--- src/rtl/core/assert_macros.svh ---
// Assertion macros shared by the stack and ranking modules.
// No dependencies; each file that checks itself includes this header.
`ifndef ASSERT_MACROS_SVH
`define ASSERT_MACROS_SVH

// The condition must hold at every clock edge outside reset.
`define ASSERT_ALWAYS(lbl, clk, rst, cond, msg) \
  lbl: assert property (@(posedge clk) disable iff (rst) (cond)) else $error(msg);

// Whenever the antecedent holds, the consequent must hold in the same cycle.
`define ASSERT_IMPLIES(lbl, clk, rst, ante, cons, msg) \
  lbl: assert property (@(posedge clk) disable iff (rst) (ante) |-> (cons)) else $error(msg);

`endif

--- src/rtl/core/lsk_pkg.sv ---
// Shared constants, codes and types for the LIFO stack with top-score select.
// No dependencies; used by lsk_rank and lifo_stack_top_k_select.
package lsk_pkg;

  localparam int DEPTH     = 16;
  localparam int TOP_COUNT = 3;
  localparam int ADDR_W    = $clog2(DEPTH);
  localparam int CNT_W     = $clog2(DEPTH + 1);
  localparam int TOP_W     = $clog2(TOP_COUNT + 1);
  localparam int ID_W      = 16;
  localparam int SCORE_W   = 16;

  // Operation codes of an input item.
  localparam logic [1:0] FUNC_PUSH  = 2'd0;
  localparam logic [1:0] FUNC_POP   = 2'd1;
  localparam logic [1:0] FUNC_QUERY = 2'd2;

  // Status codes of a result item.
  localparam logic [1:0] ST_OK    = 2'd0;
  localparam logic [1:0] ST_EMPTY = 2'd1;
  localparam logic [1:0] ST_FULL  = 2'd2;

  typedef enum logic [1:0] {
    S_IDLE,
    S_ONE,
    S_SCAN,
    S_EMIT
  } state_t;

  typedef struct packed {
    logic [ID_W-1:0]    id;
    logic [SCORE_W-1:0] sc;
  } entry_t;

  // Control from the sequencer to the ranking list.
  typedef struct packed {
    logic clear;
    logic ins;
    logic shift;
  } rank_ctrl_t;

endpackage

--- src/rtl/core/lsk_rank.sv ---
// Sorted list of the best TOP_COUNT entries seen during a stack scan.
// Depends on lsk_pkg and assert_macros.svh.
`include "assert_macros.svh"

module lsk_rank import lsk_pkg::*; (
  input  logic       clk,
  input  logic       rst,
  input  rank_ctrl_t ctrl,
  input  entry_t     ins_entry,
  output entry_t     head,
  output logic       head_vld
);

  entry_t               ent [TOP_COUNT];
  logic [TOP_COUNT-1:0] vld;

  entry_t               ent_next [TOP_COUNT];
  logic [TOP_COUNT-1:0] vld_next;
  logic [TOP_COUNT-1:0] here;
  logic [TOP_COUNT-1:0] here_prev;
  entry_t               ent_prev [TOP_COUNT];
  entry_t               ent_up   [TOP_COUNT];
  logic [TOP_COUNT-1:0] vld_prev;
  logic [TOP_COUNT-1:0] vld_up;

  // Neighbor views of the list, one place up and one place down.
  always_comb begin
    here_prev[0] = 1'b0;
    ent_prev[0]  = ent[0];
    vld_prev[0]  = 1'b0;
    for (int k = 0; k < TOP_COUNT; k++) begin
      // Scan order is oldest first, so an equal score never displaces an older entry.
      here[k] = !vld[k] || (ins_entry.sc > ent[k].sc);
    end
    for (int k = 1; k < TOP_COUNT; k++) begin
      here_prev[k] = here[k-1];
      ent_prev[k]  = ent[k-1];
      vld_prev[k]  = vld[k-1];
    end
    for (int k = 0; k < TOP_COUNT - 1; k++) begin
      ent_up[k] = ent[k+1];
      vld_up[k] = vld[k+1];
    end
    ent_up[TOP_COUNT-1] = ent[TOP_COUNT-1];
    vld_up[TOP_COUNT-1] = 1'b0;
  end

  // Clear the list, insert the new entry at its place, pushing weaker ones down, or pop the head.
  always_comb begin
    vld_next = vld;
    for (int k = 0; k < TOP_COUNT; k++) begin
      ent_next[k] = ent[k];
    end
    if (ctrl.clear) begin
      vld_next = '0;
    end else if (ctrl.ins) begin
      for (int k = 0; k < TOP_COUNT; k++) begin
        if (here[k] && !here_prev[k]) begin
          ent_next[k] = ins_entry;
          vld_next[k] = 1'b1;
        end else if (here_prev[k]) begin
          ent_next[k] = ent_prev[k];
          vld_next[k] = vld_prev[k];
        end
      end
    end else if (ctrl.shift) begin
      for (int k = 0; k < TOP_COUNT; k++) begin
        ent_next[k] = ent_up[k];
      end
      vld_next = vld_up;
    end
  end

  always_ff @(posedge clk) begin
    if (rst) begin
      vld <= '0;
    end else begin
      vld <= vld_next;
    end
    for (int k = 0; k < TOP_COUNT; k++) begin
      ent[k] <= ent_next[k];
    end
  end

  assign head     = ent[0];
  assign head_vld = vld[0];

  // Valid places always form an unbroken run from the head.
  `ASSERT_ALWAYS(a_vld_contig, clk, rst, ((TOP_COUNT'(vld + 1'b1)) & vld) == '0, "rank list has a gap")
  // The list is never filled and drained in the same cycle.
  `ASSERT_ALWAYS(a_ins_xor_shift, clk, rst, !(ctrl.ins && ctrl.shift), "insert during shift")

endmodule

--- src/rtl/core/lifo_stack_top_k_select.sv ---
// Top level: bounded LIFO stack of (id, score) entries with a top-score query.
// Depends on lsk_pkg, lsk_rank and assert_macros.svh.
//
//  channel | direction | handshake            | payload
//  input   | in        | in_valid / in_stall  | func, entry_id, score
//  result  | out       | out_valid / out_stall| status, out_id, out_score, rank, last
//
// Push, pop and an empty query are accepted while idle and post their result once the output register is free.
// A query on N entries scans the entry memory, one read a cycle (the read port sets this),
// then posts min(N, TOP_COUNT) results, each one as the output register is free.
// Items are taken one at a time; an unused operation code is taken and dropped.
// Reset empties the stack at once; memory contents are not cleared.
// A stalled result holds in the output register; the next item may be taken meanwhile.
`include "assert_macros.svh"

module lifo_stack_top_k_select import lsk_pkg::*; (
  input  logic               clk,
  input  logic               rst,
  input  logic               in_valid,
  output logic               in_stall,
  input  logic [1:0]         func,
  input  logic [ID_W-1:0]    entry_id,
  input  logic [SCORE_W-1:0] score,
  output logic               out_valid,
  input  logic               out_stall,
  output logic [1:0]         status,
  output logic [ID_W-1:0]    out_id,
  output logic [SCORE_W-1:0] out_score,
  output logic [1:0]         rank,
  output logic               last
);

  state_t state;
  state_t state_next;

  entry_t mem [DEPTH];
  entry_t rd_data;
  logic   rd_vld;

  logic [CNT_W-1:0] fill_count;
  logic [CNT_W-1:0] issue_cnt;
  logic [TOP_W-1:0] emit_cnt;
  logic [TOP_W-1:0] want;
  logic [1:0]       pend_status;

  logic       accept;
  logic       out_free;
  logic       is_full;
  logic       is_empty;
  logic       mem_we;
  logic       rd_issue;
  logic       emit_last;
  rank_ctrl_t rctl;
  entry_t     head;
  logic       head_vld;
  entry_t     wr_entry;

  assign is_full   = (fill_count == CNT_W'(DEPTH));
  assign is_empty  = (fill_count == '0);
  assign out_free  = !out_valid || !out_stall;
  assign emit_last = (TOP_W'(emit_cnt + 1'b1) == want);
  assign wr_entry  = '{id: entry_id, sc: score};

  // Next state.
  always_comb begin
    state_next = state;
    case (state)
      S_IDLE: begin
        if (in_valid) begin
          case (func)
            FUNC_PUSH:  state_next = S_ONE;
            FUNC_POP:   state_next = S_ONE;
            FUNC_QUERY: state_next = is_empty ? S_ONE : S_SCAN;
            default:    state_next = S_IDLE;
          endcase
        end
      end
      S_SCAN: begin
        if (issue_cnt == fill_count && !rd_vld) begin
          state_next = S_EMIT;
        end
      end
      S_EMIT: begin
        if (out_free && emit_last) begin
          state_next = S_IDLE;
        end
      end
      S_ONE: begin
        if (out_free) begin
          state_next = S_IDLE;
        end
      end
      default: state_next = S_IDLE;
    endcase
  end

  // Control outputs of the sequencer.
  always_comb begin
    in_stall   = (state != S_IDLE);
    accept     = in_valid && (state == S_IDLE);
    mem_we     = accept && (func == FUNC_PUSH) && !is_full;
    rd_issue   = (state == S_SCAN) && (issue_cnt != fill_count);
    rctl.clear = accept && (func == FUNC_QUERY);
    rctl.ins   = rd_vld;
    rctl.shift = (state == S_EMIT) && out_free;
  end

  always_ff @(posedge clk) begin
    if (rst) begin
      state <= S_IDLE;
    end else begin
      state <= state_next;
    end
  end

  // Entry memory: one write port for push, one read port for the scan.
  // Writes happen only while idle, so a scan never overlaps a write.
  always_ff @(posedge clk) begin
    if (mem_we) begin
      mem[fill_count[ADDR_W-1:0]] <= wr_entry;
    end
    if (rd_issue) begin
      rd_data <= mem[issue_cnt[ADDR_W-1:0]];
    end
  end

  // Fill count, scan address and read-valid tracking.
  always_ff @(posedge clk) begin
    if (rst) begin
      fill_count <= '0;
      issue_cnt  <= '0;
      rd_vld     <= 1'b0;
    end else begin
      rd_vld <= rd_issue;
      if (rd_issue) begin
        issue_cnt <= issue_cnt + 1'b1;
      end
      if (accept) begin
        issue_cnt <= '0;
        case (func)
          FUNC_PUSH: begin
            if (!is_full) begin
              fill_count <= fill_count + 1'b1;
            end
          end
          FUNC_POP: begin
            if (!is_empty) begin
              fill_count <= fill_count - 1'b1;
            end
          end
          default: fill_count <= fill_count;
        endcase
      end
    end
  end

  // Status of a single-result item and the result count of a query.
  always_ff @(posedge clk) begin
    if (accept) begin
      case (func)
        FUNC_PUSH: pend_status <= is_full ? ST_FULL : ST_OK;
        default:   pend_status <= is_empty ? ST_EMPTY : ST_OK;
      endcase
      if (32'(fill_count) < TOP_COUNT) begin
        want <= TOP_W'(fill_count);
      end else begin
        want <= TOP_W'(TOP_COUNT);
      end
    end
  end

  // Result counter for a query.
  always_ff @(posedge clk) begin
    if (rst) begin
      emit_cnt <= '0;
    end else if (rctl.clear) begin
      emit_cnt <= '0;
    end else if (rctl.shift) begin
      emit_cnt <= emit_cnt + 1'b1;
    end
  end

  lsk_rank u_rank (
    .clk       (clk),
    .rst       (rst),
    .ctrl      (rctl),
    .ins_entry (rd_data),
    .head      (head),
    .head_vld  (head_vld)
  );

  // Output register.
  always_ff @(posedge clk) begin
    if (rst) begin
      out_valid <= 1'b0;
    end else if (state == S_ONE && out_free) begin
      out_valid <= 1'b1;
    end else if (state == S_EMIT && out_free) begin
      out_valid <= 1'b1;
    end else if (!out_stall) begin
      out_valid <= 1'b0;
    end
  end

  always_ff @(posedge clk) begin
    if (state == S_ONE && out_free) begin
      status    <= pend_status;
      out_id    <= '0;
      out_score <= '0;
      rank      <= '0;
      last      <= 1'b1;
    end else if (state == S_EMIT && out_free) begin
      status    <= ST_OK;
      out_id    <= head.id;
      out_score <= head.sc;
      rank      <= 2'(emit_cnt);
      last      <= emit_last;
    end
  end

  // Every result posted from a query comes from a filled place of the list.
  `ASSERT_IMPLIES(a_emit_has_entry, clk, rst, state == S_EMIT, head_vld, "query result without entry")
  // The stack size never changes while a scan is under way.
  `ASSERT_IMPLIES(a_scan_fill_stable, clk, rst, (state == S_SCAN) && $past(state == S_SCAN), $stable(fill_count), "fill count moved during scan")
  // The fill count never exceeds the stack depth.
  `ASSERT_ALWAYS(a_fill_bound, clk, rst, 32'(fill_count) <= DEPTH, "fill count beyond depth")

endmodule

--- config.mk ---
export PLATFORM = sky130hd
export DESIGN_NAME = lifo_stack_top_k_select
export DESIGN_NICKNAME = d
export VERILOG_FILES = /design/src/rtl/core/lsk_pkg.sv /design/src/rtl/core/lsk_rank.sv /design/src/rtl/core/lifo_stack_top_k_select.sv
export VERILOG_INCLUDE_DIRS = /design/src /design/src/rtl/core
export SDC_FILE = /design/constraint.sdc
export NUM_CORES = 1
export LEC_CHECK = 0
export BUFFER_PORTS_ARGS = -buffer_cell sky130_fd_sc_hd__buf_2
export CELL_PAD_IN_SITES_DETAIL_PLACEMENT = 1
export CELL_PAD_IN_SITES_GLOBAL_PLACEMENT = 2
export CORE_UTILIZATION = 30
export CTS_CLUSTER_SIZE = 12
export DETAILED_ROUTE_END_ITERATION = 8
export PLACE_DENSITY_LB_ADDON = 0.3
export SLEW_MARGIN = 15
export SYNTH_ARGS = -nofsm -noshare
export SYNTH_HDL_FRONTEND = slang
export SYNTH_SLANG_ARGS = --single-unit
--- constraint.sdc ---
create_clock -name clk -period 9.56 [get_ports clk]
set_clock_uncertainty 0.15 [all_clocks]
set_input_delay 1.912 -clock clk [delete_from_list [all_inputs] [get_ports clk]]
set_output_delay 1.912 -clock clk [all_outputs]
set_load 0.01 [all_outputs]
==> results of run 1 <==
## power groups by stage
stage | logic (mW) | clock network [mW] | registers (mW)
2_1_floorplan | 0.0867 | 0 | 3.45
3_3_place_gp | 0.167 | 0 | 3.45
3_5_place_dp | 0.174 | 0 | 3.45
4_1_cts | 0.174 | 2.77 | 3.38
5_1_grt | 0.190 | 2.86 | 3.38
6_report | 0.170 | 2.68 | 3.38
## stage by stage
| stage | hold slack (ns) | power, mW | instance area [um2] | utilization [%] | setup WS (ns) |
|---|---|---|---|---|---|
| 2_1_floorplan | 0.3054 | 3.534 | 28450 | - | 3.714 |
| 3_3_place_gp | 0.2790 | 3.613 | 30440 | 32.52 | 4.847 |
| 3_5_place_dp | 0.2776 | 3.621 | 30440 | 32.52 | 4.797 |
| 4_1_cts | 0.2871 | 6.325 | 32660 | 34.89 | 5.468 |
| 5_1_grt | 0.3046 | 6.431 | 32660 | 34.89 | 5.245 |
| 6_report | 0.2819 | 6.229 | 32660 | 34.89 | 5.505 |
## area by class of cell
| cell class | instances | area, um2 | area share, % |
|---|---|---|---|
| clock inverter | 28 | 225.2 | 0.6896 |
| sequential | 700 | 20490 | 62.75 |
| timing repair buffer | 110 | 635.6 | 1.946 |
| tap | 1254 | 1569 | 4.804 |
| multi-input combinational | 713 | 7476 | 22.89 |
| inverter | 72 | 270.3 | 0.8275 |
| clock buffer | 97 | 1989 | 6.091 |
| antenna | 1 | 2.502 | 0.007662 |
## synth_stat cells, types with 22 or more instances
| library cell | instances |
|---|---|
| clkbuf_1 | 56 |
| edfxtp_1 | 646 |
| mux2_2 | 31 |
| a21oi_1 | 22 |
| o21ai_0 | 56 |
| inv_1 | 72 |
| a31oi_1 | 34 |
| nor2_1 | 73 |
| dfxtp_1 | 54 |
| mux4_2 | 160 |
| nand3_1 | 31 |
| nand2_1 | 87 |
| ha_1 | 52 |
## flip-flops by register name, summed over array words and instances, names as in the netlist, 3 cells and up
name,flops
fill_count,5
issue_cnt,5
mem,512
out_id,16
out_score,16
rd_data,32
u_rank.ent,96
u_rank.vld,3
## worst paths after layout
| path | from | endpoint | slack [ns] | depth (start not counted) |
|---|---|---|---|---|
| worst max-delay path | out_stall | u_rank.ent[0][11] | 5.50 | 10 |
| worst min-delay path | out_id[15] | out_id[15] | 0.28 | 2 |
| worst min register to register | out_id[15] | out_id[15] | 0.28 | 2 |
| worst max register to register | rd_data[7] | u_rank.ent[0][41] | 5.70 | 8 |
## cell families after synthesis
family                   count (synthesis)  share of synthesized area [%]
buffers and inverters                  158                          2.318
adder cells (fa/ha/maj)                 53                          2.357
flip-flops                             700                          71.99
AND/OR/NAND/NOR                        275                          4.667
XOR/XNOR                                16                         0.4926
multiplexers                           212                          14.65
AO/OA/AOI/OAI                          157                          3.527
## per-layer routing
metal | GRT usage, % | vias up
met4 | 4.124 | 6
met2 | 22.90 | 266
met3 | 2.363 | 97
met5 | 0 | -
li1 | - | 6432
met1 | 19.48 | 7500
## tightest hold or removal path, delay by kind of cell, from the launching register on
kind,cells,cell delay [ns]
flip-flops,1,0.30
AND/OR/NAND/NOR,2,0.09
==> impl_summary.txt, run 1 <==
----------------------------------------------------
[Outcome]
  Status ... completed

[Layout]
  Post-Layout Cell Count ... 2,975
  Leading cell type in the layout, fill and taps excluded ... edfxtp_1
  Fraction of final layout cells sized beyond drive strength 1 ... 24.83%
  Number of inserted filler cells in the final layout ... 9,478
  Top library cells by usage in the layout, fill and taps aside ... 646 x edfxtp_1, 160 x mux4_2, 86 x nand2_1
  Area added between synthesis and finish ... 14.81%
  Total number of nets in the final design ... 1,763

[Setup path]
  Worst path buffer plus inverter count ... 4
  Class of the most critical setup path ... primary input to flop
  Cell family with the largest share of critical-path delay ... buffers and inverters
  Cell Chain, Critical Path ... buf_2, nand2_1, nand2_2, buf_4, inv_1, nand2_1, nor2_1, a21oi_1, nor2_4, buf_4
  Arrival @ worst endpoint ... 4.16 ns
  Maximum fanout along the worst path ... 52
  Crit path required time ... 9.66 ns
  Peak per-stage delay on the critical path ... 0.58 ns
  Worst-path cell with the longest stage delay ... inv_1
  Type of origin of the critical path ... primary input
  Capturing element type of the critical path ... flop

[Synth]
  Synthesis Warnings ... 0
  Ys flop type ... edfxtp_1
  Syn_area_per_cell ... 18.11 um2
  Portion of synthesized cell area occupied by the leading cell type ... 68.19%
  Number of flops mapped to enable cells by yosys ... 646
  Syn Std Cell Area ... 0.02845 mm2
  Synthesis-stage register bit count ... 700
  Synth async-reset ratio ... 0%
  Count of different cell masters after synthesis ... 53
  Area leader, netlist ... edfxtp_1
  Synth top area cells ... edfxtp_1 68%, mux4_2 13%, dfxtp_1 3.8%
  Register area share after synthesis ... 71.99%
  Post-synth net total ... 1,662
  Synthesized instance count ... 1,571

[Global route]
  Pin count of the biggest net entering global routing ... 77
  Number of global-route vias before repair ... 15,379
  Number of antenna violations at the first check in global routing ... 10
  Overall global routing resource usage ... 14.13%
  First-pass GRT wire length ... 100.2 mm
  GRT overflow ... 0

[Die]
  Starting Density ... 30.39%
  X dimension of the die ... 309.9 um
  Height of the die ... 309.9 um
  Area of the placeable core ... 0.09361 mm2
  Row Count ... 112
  Number of ports placed on the die boundary ... 77
  Total Die Area ... 0.09606 mm2

[Timing]
  Max-slew violation count ... 0
  Slew at the pin closest to its max-slew limit ... 0.9257 ns
  Achievable Freq ... 0.2466 GHz
  Total of endpoints with negative setup slack in the final report ... 0
  Final number of hold-violating endpoints ... 0
  Setup total negative slack ... 0 ns
  RSZ-0062 raised after global routing ... false
  Final period utilization ... 42.42%
  Clock period minus final worst setup slack ... 4.055 ns
  Worst relative slew slack ... 38.29%

[Pwr]
  Internal power of the cells ... 4.919 mW
  Leakage Power ... 10.64 nW
  Net switching fraction of the power ... 21.03%
  Total power divided by cell area ... 190.7 mW/mm2
  Power share of the sequential group ... 54.3%
  Worst VDD drop ... 0.1122 mV
  Switching power ... 1.310 mW
  Fraction of power consumed by the clock network ... 43.0%
  Combinational power share ... 2.7%

[Clocking]
  Clock-pin transition on the worst setup and hold timing paths ... 0.06 ns
  Count of instances resized after the clock tree is built ... 0
  Number of buffers added to fix hold violations after cts ... 0
  Post-CTS repair timing setup buffer count ... 0
  Number of clock buffers inserted by TritonCTS ... 75
  TritonCTS clock tree ... done
  Deepest level of the CTS H-tree ... 3
  Clock Sink Count ... 700
  Root buffer selected by CTS ... clkbuf_16
  Max clock buf depth ... 3
  Clock network latency to the later pin of the worst-skew pair ... 0.63 ns

[Routing]
  Highest metal used ... met5
  Wire length reported by the detailed router ... 66.54 mm
  Number of vias per cell ... 4.807
  Average wire per cell in the routed design ... 22.37 um
  Total via count in the routed design ... 14,301
  Router iterations before antenna repair ... 5
  DR WL met2 ... 31.53 mm
  Post-route DRC ... 0
  Sum of met3 wire segment lengths after detailed routing ... 2.587 mm
  Met1 wire length ... 30.84 mm
  Count of antenna-violating nets left after detailed routing ... 0
  Starting DRT DRC Count ... 1,014

[Worst hold path]
  Worst min path class ... flop to flop

[Placed design]
  Placed cell count ... 2,849
  Total half-perimeter wirelength after legalization and detailed placement ... 38.26 mm
  Port bufs ... 76
  GP Congestion ... 0.7523

[Flow run]
  Count of maximum capacitance violations ... 0

----------------------------------------------------
(Power assumes the default switching activity.)
==> run 2: changes to the inputs <==
==> constraint.sdc (replaced) <==
create_clock -name clk -period 4.05 [get_ports clk]
set_clock_uncertainty 0.15 [all_clocks]
set_input_delay 0.81 -clock clk [delete_from_list [all_inputs] [get_ports clk]]
set_output_delay 0.81 -clock clk [all_outputs]
set_load 0.01 [all_outputs]
==> impl_summary.txt, run 2 (synthesized netlist as in run 1, its figures left out) <==
----------------------------------------------------
[Global route]
  Met3 capacity usage during global routing ... 2.520% (was 2.363%)
  GRT overflow ... 0 (unchanged)
  Most utilized layer in the global route result ... met2 (unchanged)
  Pin count of the biggest net entering global routing ... 86 (was 77)
  Met2 usage in global routing ... 24.84% (was 22.90%)
  Overall global routing resource usage ... 14.88% (was 14.13%)
  Number of antenna violations at the first check in global routing ... 20 (was 10)
  Met1 capacity usage during global routing ... 19.95% (was 19.48%)
  First-pass GRT wire length ... 104.3 mm (was 100.2 mm)
  Number of global-route vias before repair ... 15,588 (was 15,379)

[Timing]
  Achievable Freq ... 0.2778 GHz
  Slew at the pin closest to its max-slew limit ... 0.9168 ns (was 0.9257 ns)
  RSZ-0062 raised after global routing ... false (unchanged)
  Final period utilization ... 88.88%
  Setup total negative slack ... 0 ns (unchanged)
  Worst setup margin ... 0.4502 ns (was 5.505 ns)
  Clock period minus final worst setup slack ... 3.600 ns
  Max-slew violation count ... 0 (unchanged)
  Worst relative slew slack ... 38.88% (was 38.29%)
  Total of endpoints with negative setup slack in the final report ... 0 (unchanged)
  Final number of hold-violating endpoints ... 0 (unchanged)

[Die]
  Area of the placeable core ... 0.09361 mm2 (unchanged)
  Height of the die ... 309.9 um (unchanged)
  Total Die Area ... 0.09606 mm2 (unchanged)
  X dimension of the die ... 309.9 um (unchanged)
  Starting Density ... 30.39% (unchanged)
  Number of ports placed on the die boundary ... 77 (unchanged)
  Row Count ... 112 (unchanged)

[Layout]
  Sequential Area ... 0.02049 mm2 (unchanged)
  Top library cells by usage in the layout, fill and taps aside ... 646 x edfxtp_1, 160 x mux4_2, 86 x nand2_1 (unchanged)
  Area of combinational cells with multiple inputs ... 0.007503 mm2 (was 0.007476 mm2)
  Final Util ... 35.26% (was 34.89%)
  Number of inserted filler cells in the final layout ... 9,414 (was 9,478)
  Total number of nets in the final design ... 1,771 (was 1,763)
  Leading cell type in the layout, fill and taps excluded ... edfxtp_1 (unchanged)
  Number of inserted diodes ... 0 (was 1)
  Number of flip-flops under the largest register name ... 512 (unchanged)
  Fraction of final layout cells sized beyond drive strength 1 ... 25.16% (was 24.83%)
  Area added between synthesis and finish ... 16.02% (was 14.81%)

[Clocking]
  Number of buffers added to fix hold violations after cts ... 0 (unchanged)
  TritonCTS clock tree ... done (unchanged)
  Deepest level of the CTS H-tree ... 3 (unchanged)
  Post-CTS repair timing setup buffer count ... 0 (unchanged)
  Clock network latency to the later pin of the worst-skew pair ... 0.61 ns (was 0.63 ns)
  Number of clock buffers inserted by TritonCTS ... 76 (was 75)
  Clock Sink Count ... 700 (unchanged)
  Count of instances resized after the clock tree is built ... 0 (unchanged)
  Clock-pin transition on the worst setup and hold timing paths ... 0.06 ns (about the same)
  Root buffer selected by CTS ... clkbuf_16 (unchanged)
  Max clock buf depth ... 3 (unchanged)

[Flow run]
  Count of maximum capacitance violations ... 0 (unchanged)

[Setup path]
  Class of the most critical setup path ... flop to flop (was primary input to flop)
  Type of origin of the critical path ... flop (was primary input)
  Crit path required time ... 4.19 ns (was 9.66 ns)
  Arrival @ worst endpoint ... 3.74 ns (was 4.16 ns)
  Maximum fanout along the worst path ... 56 (was 52)
  Capturing element type of the critical path ... flop (unchanged)

[Routing]
  Count of antenna-violating nets left after detailed routing ... 0 (unchanged)
  Total via count in the routed design ... 14,542 (was 14,301)
  Number of vias per cell ... 4.875 (was 4.807)
  Post-route DRC ... 0 (unchanged)
  Wire length reported by the detailed router ... 70.29 mm (was 66.54 mm)
  Starting DRT DRC Count ... 933 (was 1,014)
  Router iterations before antenna repair ... 7 (was 5)
  Average wire per cell in the routed design ... 23.56 um (was 22.37 um)

[Pwr]
  Combinational power share ... 2.8% (was 2.7%)
  Total power divided by cell area ... 447.0 mW/mm2 (was 190.7 mW/mm2)
  Net switching fraction of the power ... 21.02% (was 21.03%)
  Leakage Power ... 10.72 nW (was 10.64 nW)
  Power share of the sequential group ... 54.1% (was 54.3%)
  Fraction of power consumed by the clock network ... 43.1% (was 43.0%)
  Worst VDD drop ... 0.2657 mV (was 0.1122 mV)
  Switching power ... 3.101 mW (was 1.310 mW)
  Internal power of the cells ... 11.65 mW (was 4.919 mW)

[Placed design]
  Total half-perimeter wirelength after legalization and detailed placement ... 39.80 mm (was 38.26 mm)
  GP Congestion ... 0.7668 (was 0.7523)
  Pre-CTS setup slack ... 0.4046 ns (was 4.797 ns)
  Port bufs ... 76 (unchanged)

[Outcome]
  Status ... completed (unchanged)

[Worst hold path]
  Worst min path class ... flop to flop (unchanged)

----------------------------------------------------
-- run 2: final cells by class --
type / instances / area share (%)
Sequential cell: 700 / 62.09
Inverter: 72 / 0.8188
Timing Repair Buffer: 117 / 2.919
Clock inverter: 27 / 0.5535
Tap cell: 1254 / 4.754
Clock buffer: 100 / 6.130
Multi-Input combinational cell: 713 / 22.73
-- run 2: per-layer routing --
metal	part of all wire, %	up-vias
li1	-	6465
met1	45	7635
met2	49	298
met3	4.1	132
met4	2.2	12
met5	0.098	-
-- run 2: worst max-delay path, stage by stage, from the launching register on --
cell and delay [ns]:
edfxtp_1 0.47, ha_1 0.35, nand3_1 0.12, nor4_1 0.59, o21ai_0 0.32, a31oi_4 0.40
buf_4 0.54, or3b_1 0.21, a31oi_1 0.09
-- run 2: worst paths after layout --
check                    from                 to  slack [ns]  cells after the start
hold / removal     out_id[15]         out_id[15]        0.28                      2
setup / recovery  rd_data[14]  u_rank.ent[0][51]        0.45                      8
hold reg to reg    out_id[15]         out_id[15]        0.28                      2
setup reg to reg  rd_data[14]  u_rank.ent[0][51]        0.45                      8
-- run 2: power groups by stage --
stage / sequential [mW] / combinational (mW) / clock [mW]
2_1_floorplan: 8.14 / 0.206 / 0
3_3_place_gp: 8.14 / 0.404 / 0
3_5_place_dp: 8.14 / 0.422 / 0
4_1_cts: 7.99 / 0.424 / 6.57
5_1_grt: 7.99 / 0.464 / 6.80
6_report: 7.99 / 0.413 / 6.35
-- run 2: stage by stage --
stage	total power, mW	hold WS, ns	cell area (um2)	instances
2_1_floorplan	8.343	0.3054	28480	1571
3_3_place_gp	8.541	0.2703	30800	2856
3_5_place_dp	8.563	0.2800	30800	2856
4_1_cts	14.98	0.2896	33010	2983
5_1_grt	15.25	0.3134	33010	2983
6_report	14.75	0.2829	33010	2983
==> run 3: changes to the inputs <==
--- a/config.mk
+++ b/config.mk
@@ -9,10 +9,12 @@
 export BUFFER_PORTS_ARGS = -buffer_cell sky130_fd_sc_hd__buf_2
 export CELL_PAD_IN_SITES_DETAIL_PLACEMENT = 1
 export CELL_PAD_IN_SITES_GLOBAL_PLACEMENT = 2
+export CORE_MARGIN = 2
 export CORE_UTILIZATION = 30
 export CTS_CLUSTER_SIZE = 12
 export DETAILED_ROUTE_END_ITERATION = 8
-export PLACE_DENSITY_LB_ADDON = 0.3
+export PLACE_DENSITY = 0.62
+export RECOVER_POWER = 25
 export SLEW_MARGIN = 15
 export SYNTH_ARGS = -nofsm -noshare
 export SYNTH_HDL_FRONTEND = slang
==> impl_summary.txt, run 3 (synthesized netlist as in run 1, its figures left out) <==
----------------------------------------------------
[Timing]
  Slew at the pin closest to its max-slew limit ... 0.8691 ns (was 0.9168 ns)
  Setup total negative slack ... 0 ns (unchanged)
  RSZ-0062 raised after global routing ... false (unchanged)
  Final period utilization ... 87.02% (was 88.88%)
  Worst relative slew slack ... 42.06% (was 38.88%)
  Worst setup margin ... 0.5258 ns (was 0.4502 ns)
  Hold WS ... 0.2848 ns (was 0.2829 ns)
  Achievable Freq ... 0.2838 GHz (was 0.2778 GHz)
  Final number of hold-violating endpoints ... 0 (unchanged)
  Max-slew violation count ... 0 (unchanged)
  Total of endpoints with negative setup slack in the final report ... 0 (unchanged)
  Clock period minus final worst setup slack ... 3.524 ns (was 3.600 ns)

[Die]
  Row Count ... 112 (unchanged)
  Number of ports placed on the die boundary ... 77 (unchanged)
  Height of the die ... 311.9 um (was 309.9 um)
  Starting Density ... 30.39% (unchanged)
  Total Die Area ... 0.09730 mm2 (was 0.09606 mm2)
  Area of the placeable core ... 0.09361 mm2 (unchanged)
  X dimension of the die ... 311.9 um (was 309.9 um)

[Pwr]
  Internal power of the cells ... 11.80 mW (was 11.65 mW)
  Total power divided by cell area ... 451.3 mW/mm2 (was 447.0 mW/mm2)
  Fraction of power consumed by the clock network ... 43.8% (was 43.1%)
  Combinational power share ... 2.8% (about the same)
  Total Power ... 14.94 mW (was 14.75 mW)
  Leakage Power ... 10.70 nW (was 10.72 nW)
  Worst VDD drop ... 0.2871 mV (was 0.2657 mV)
  Switching power ... 3.142 mW (was 3.101 mW)
  Power share of the sequential group ... 53.5% (was 54.1%)
  Net switching fraction of the power ... 21.03% (was 21.02%)

[Placed design]
  Placed cell count ... 2,859 (was 2,856)
  GP Congestion ... 0.7825 (was 0.7668)
  Pre-CTS setup slack ... 0.4740 ns (was 0.4046 ns)
  Port bufs ... 76 (unchanged)
  Placed inst area ... 0.03082 mm2 (was 0.03080 mm2)
  Total half-perimeter wirelength after legalization and detailed placement ... 40.20 mm (was 39.80 mm)

[Outcome]
  Status ... completed (unchanged)

[Layout]
  Total number of nets in the final design ... 1,774 (was 1,771)
  Fraction of final layout cells sized beyond drive strength 1 ... 23.65% (was 25.16%)
  Final Util ... 35.37% (was 35.26%)
  Leading cell type in the layout, fill and taps excluded ... edfxtp_1 (unchanged)
  Number of inserted diodes ... 0 (unchanged)
  Area added between synthesis and finish ... 16.39% (was 16.02%)
  Post-Layout Cell Count ... 2,992 (was 2,983)
  Top library cells by usage in the layout, fill and taps aside ... 646 x edfxtp_1, 160 x mux4_2, 86 x nand2_1 (unchanged)
  Number of flip-flops under the largest register name ... 512 (unchanged)
  Post-route cell area ... 0.03311 mm2 (was 0.03301 mm2)

[Global route]
  Overall global routing resource usage ... 14.58% (was 14.88%)
  Pin count of the biggest net entering global routing ... 79 (was 86)
  Number of global-route vias before repair ... 15,632 (was 15,588)
  Number of antenna violations at the first check in global routing ... 9 (was 20)
  First-pass GRT wire length ... 105.5 mm (was 104.3 mm)
  GRT overflow ... 0 (unchanged)

[Worst hold path]
  Worst min path class ... flop to flop (unchanged)

[Clocking]
  Post-CTS repair timing setup buffer count ... 0 (unchanged)
  Count of instances resized after the clock tree is built ... 0 (unchanged)
  Max clock buf depth ... 3 (unchanged)
  Clock network latency to the later pin of the worst-skew pair ... 0.63 ns (was 0.61 ns)
  Number of buffers added to fix hold violations after cts ... 0 (unchanged)
  Number of clock buffers inserted by TritonCTS ... 76 (unchanged)
  Clock-pin transition on the worst setup and hold timing paths ... 0.06 ns (about the same)
  Root buffer selected by CTS ... clkbuf_16 (unchanged)
  TritonCTS clock tree ... done (unchanged)
  Clock Sink Count ... 700 (unchanged)
  Deepest level of the CTS H-tree ... 3 (unchanged)

[Setup path]
  R2r startpoint ... rd_data[11] (was rd_data[14])
  Arrival @ worst endpoint ... 3.69 ns (was 3.74 ns)
  Capture point of the worst reg-to-reg path ... u_rank.ent[0][52] (was u_rank.ent[0][51])
  Crit path required time ... 4.21 ns (was 4.19 ns)
  Class of the most critical setup path ... flop to flop (unchanged)
  Worst-path cell with the longest stage delay ... a311oi_4 (was nor4_1)
  Critical path startpoint ... rd_data[11] (was rd_data[14])
  Type of origin of the critical path ... flop (unchanged)
  Slack of the worst reg-to-reg path ... 0.53 ns (was 0.45 ns)
  Cell seen most often among critical-path stages ... buf_12
  Maximum fanout along the worst path ... 66 (was 56)
  Peak per-stage delay on the critical path ... 0.71 ns (was 0.59 ns)
  Depth of the worst register-to-register path ... 8 (unchanged)
  Cell Chain, Critical Path ... ha_1, nand4_1, nor4_2, a21boi_2, o31ai_4, buf_12, a311oi_4, buf_12 (was ha_1, nand3_1, nor4_1, o21ai_0, a31oi_4, buf_4, or3b_1, a31oi_1)
  Capture point of the critical path ... u_rank.ent[0][52] (was u_rank.ent[0][51])
  Capturing element type of the critical path ... flop (unchanged)

[Routing]
  Number of vias per cell ... 4.847 (was 4.875)
  Starting DRT DRC Count ... 935 (was 933)
  Total via count in the routed design ... 14,501 (was 14,542)
  Wire length reported by the detailed router ... 70.77 mm (was 70.29 mm)
  Count of antenna-violating nets left after detailed routing ... 0 (unchanged)
  Router iterations before antenna repair ... 5 (was 7)
  Post-route DRC ... 0 (unchanged)
  Average wire per cell in the routed design ... 23.65 um (was 23.56 um)

[Flow run]
  Count of maximum capacitance violations ... 0 (unchanged)

----------------------------------------------------
-- run 3: worst min-delay path by stage --
stage	from	cells after the start	slack [ns]	to
after detailed placement	out_id[7]	2	0.28	out_id[7]
after CTS	out_id[7]	2	0.29	out_id[7]
after floorplan	u_rank.ent[0][31]	2	0.31	out_id[15]
after global placement	out_id[2]	2	0.28	out_id[2]
after global routing	out_id[1]	2	0.31	out_id[1]
final	out_id[1]	2	0.28	out_id[1]
-- run 3: worst max-delay path: cells and delay by family (launching register included) --
kind	cells	cell delay, ns
buffers and inverters	2	0.53
adders and majority gates	1	0.36
DFF	1	0.48
AOI/OAI and AO/OA	3	1.09
and+or+nand+nor	2	0.57
-- run 3: power by group through the flow --
stage | Sequential [mW] | Combinational, mW | Clock (mW)
2_1_floorplan | 8.14 | 0.206 | 0
3_3_place_gp | 8.14 | 0.412 | 0
3_5_place_dp | 8.14 | 0.426 | 0
4_1_cts | 7.99 | 0.427 | 6.72
5_1_grt | 7.99 | 0.463 | 6.97
6_report | 7.99 | 0.413 | 6.54
-- run 3: area by class of cell --
cell class / instances / area [um2]
clock inverters: 24 / 203.9
multi-input cells: 713 / 7503
fillers: 9402 / 60500
clock buffers: 109 / 2120
well taps: 1254 / 1569
flip-flops and latches: 700 / 20490
inverters: 72 / 270.3
repair buffers: 120 / 950.9
-- run 3: routing by layer --
layer,GRT usage (%),vias up,routed length (um)
met1,19.72,7635,31890
met3,3.139,108,3063
met4,3.387,12,1352
met5,0,-,71
li1,-,6468,-
met2,24.07,278,34400
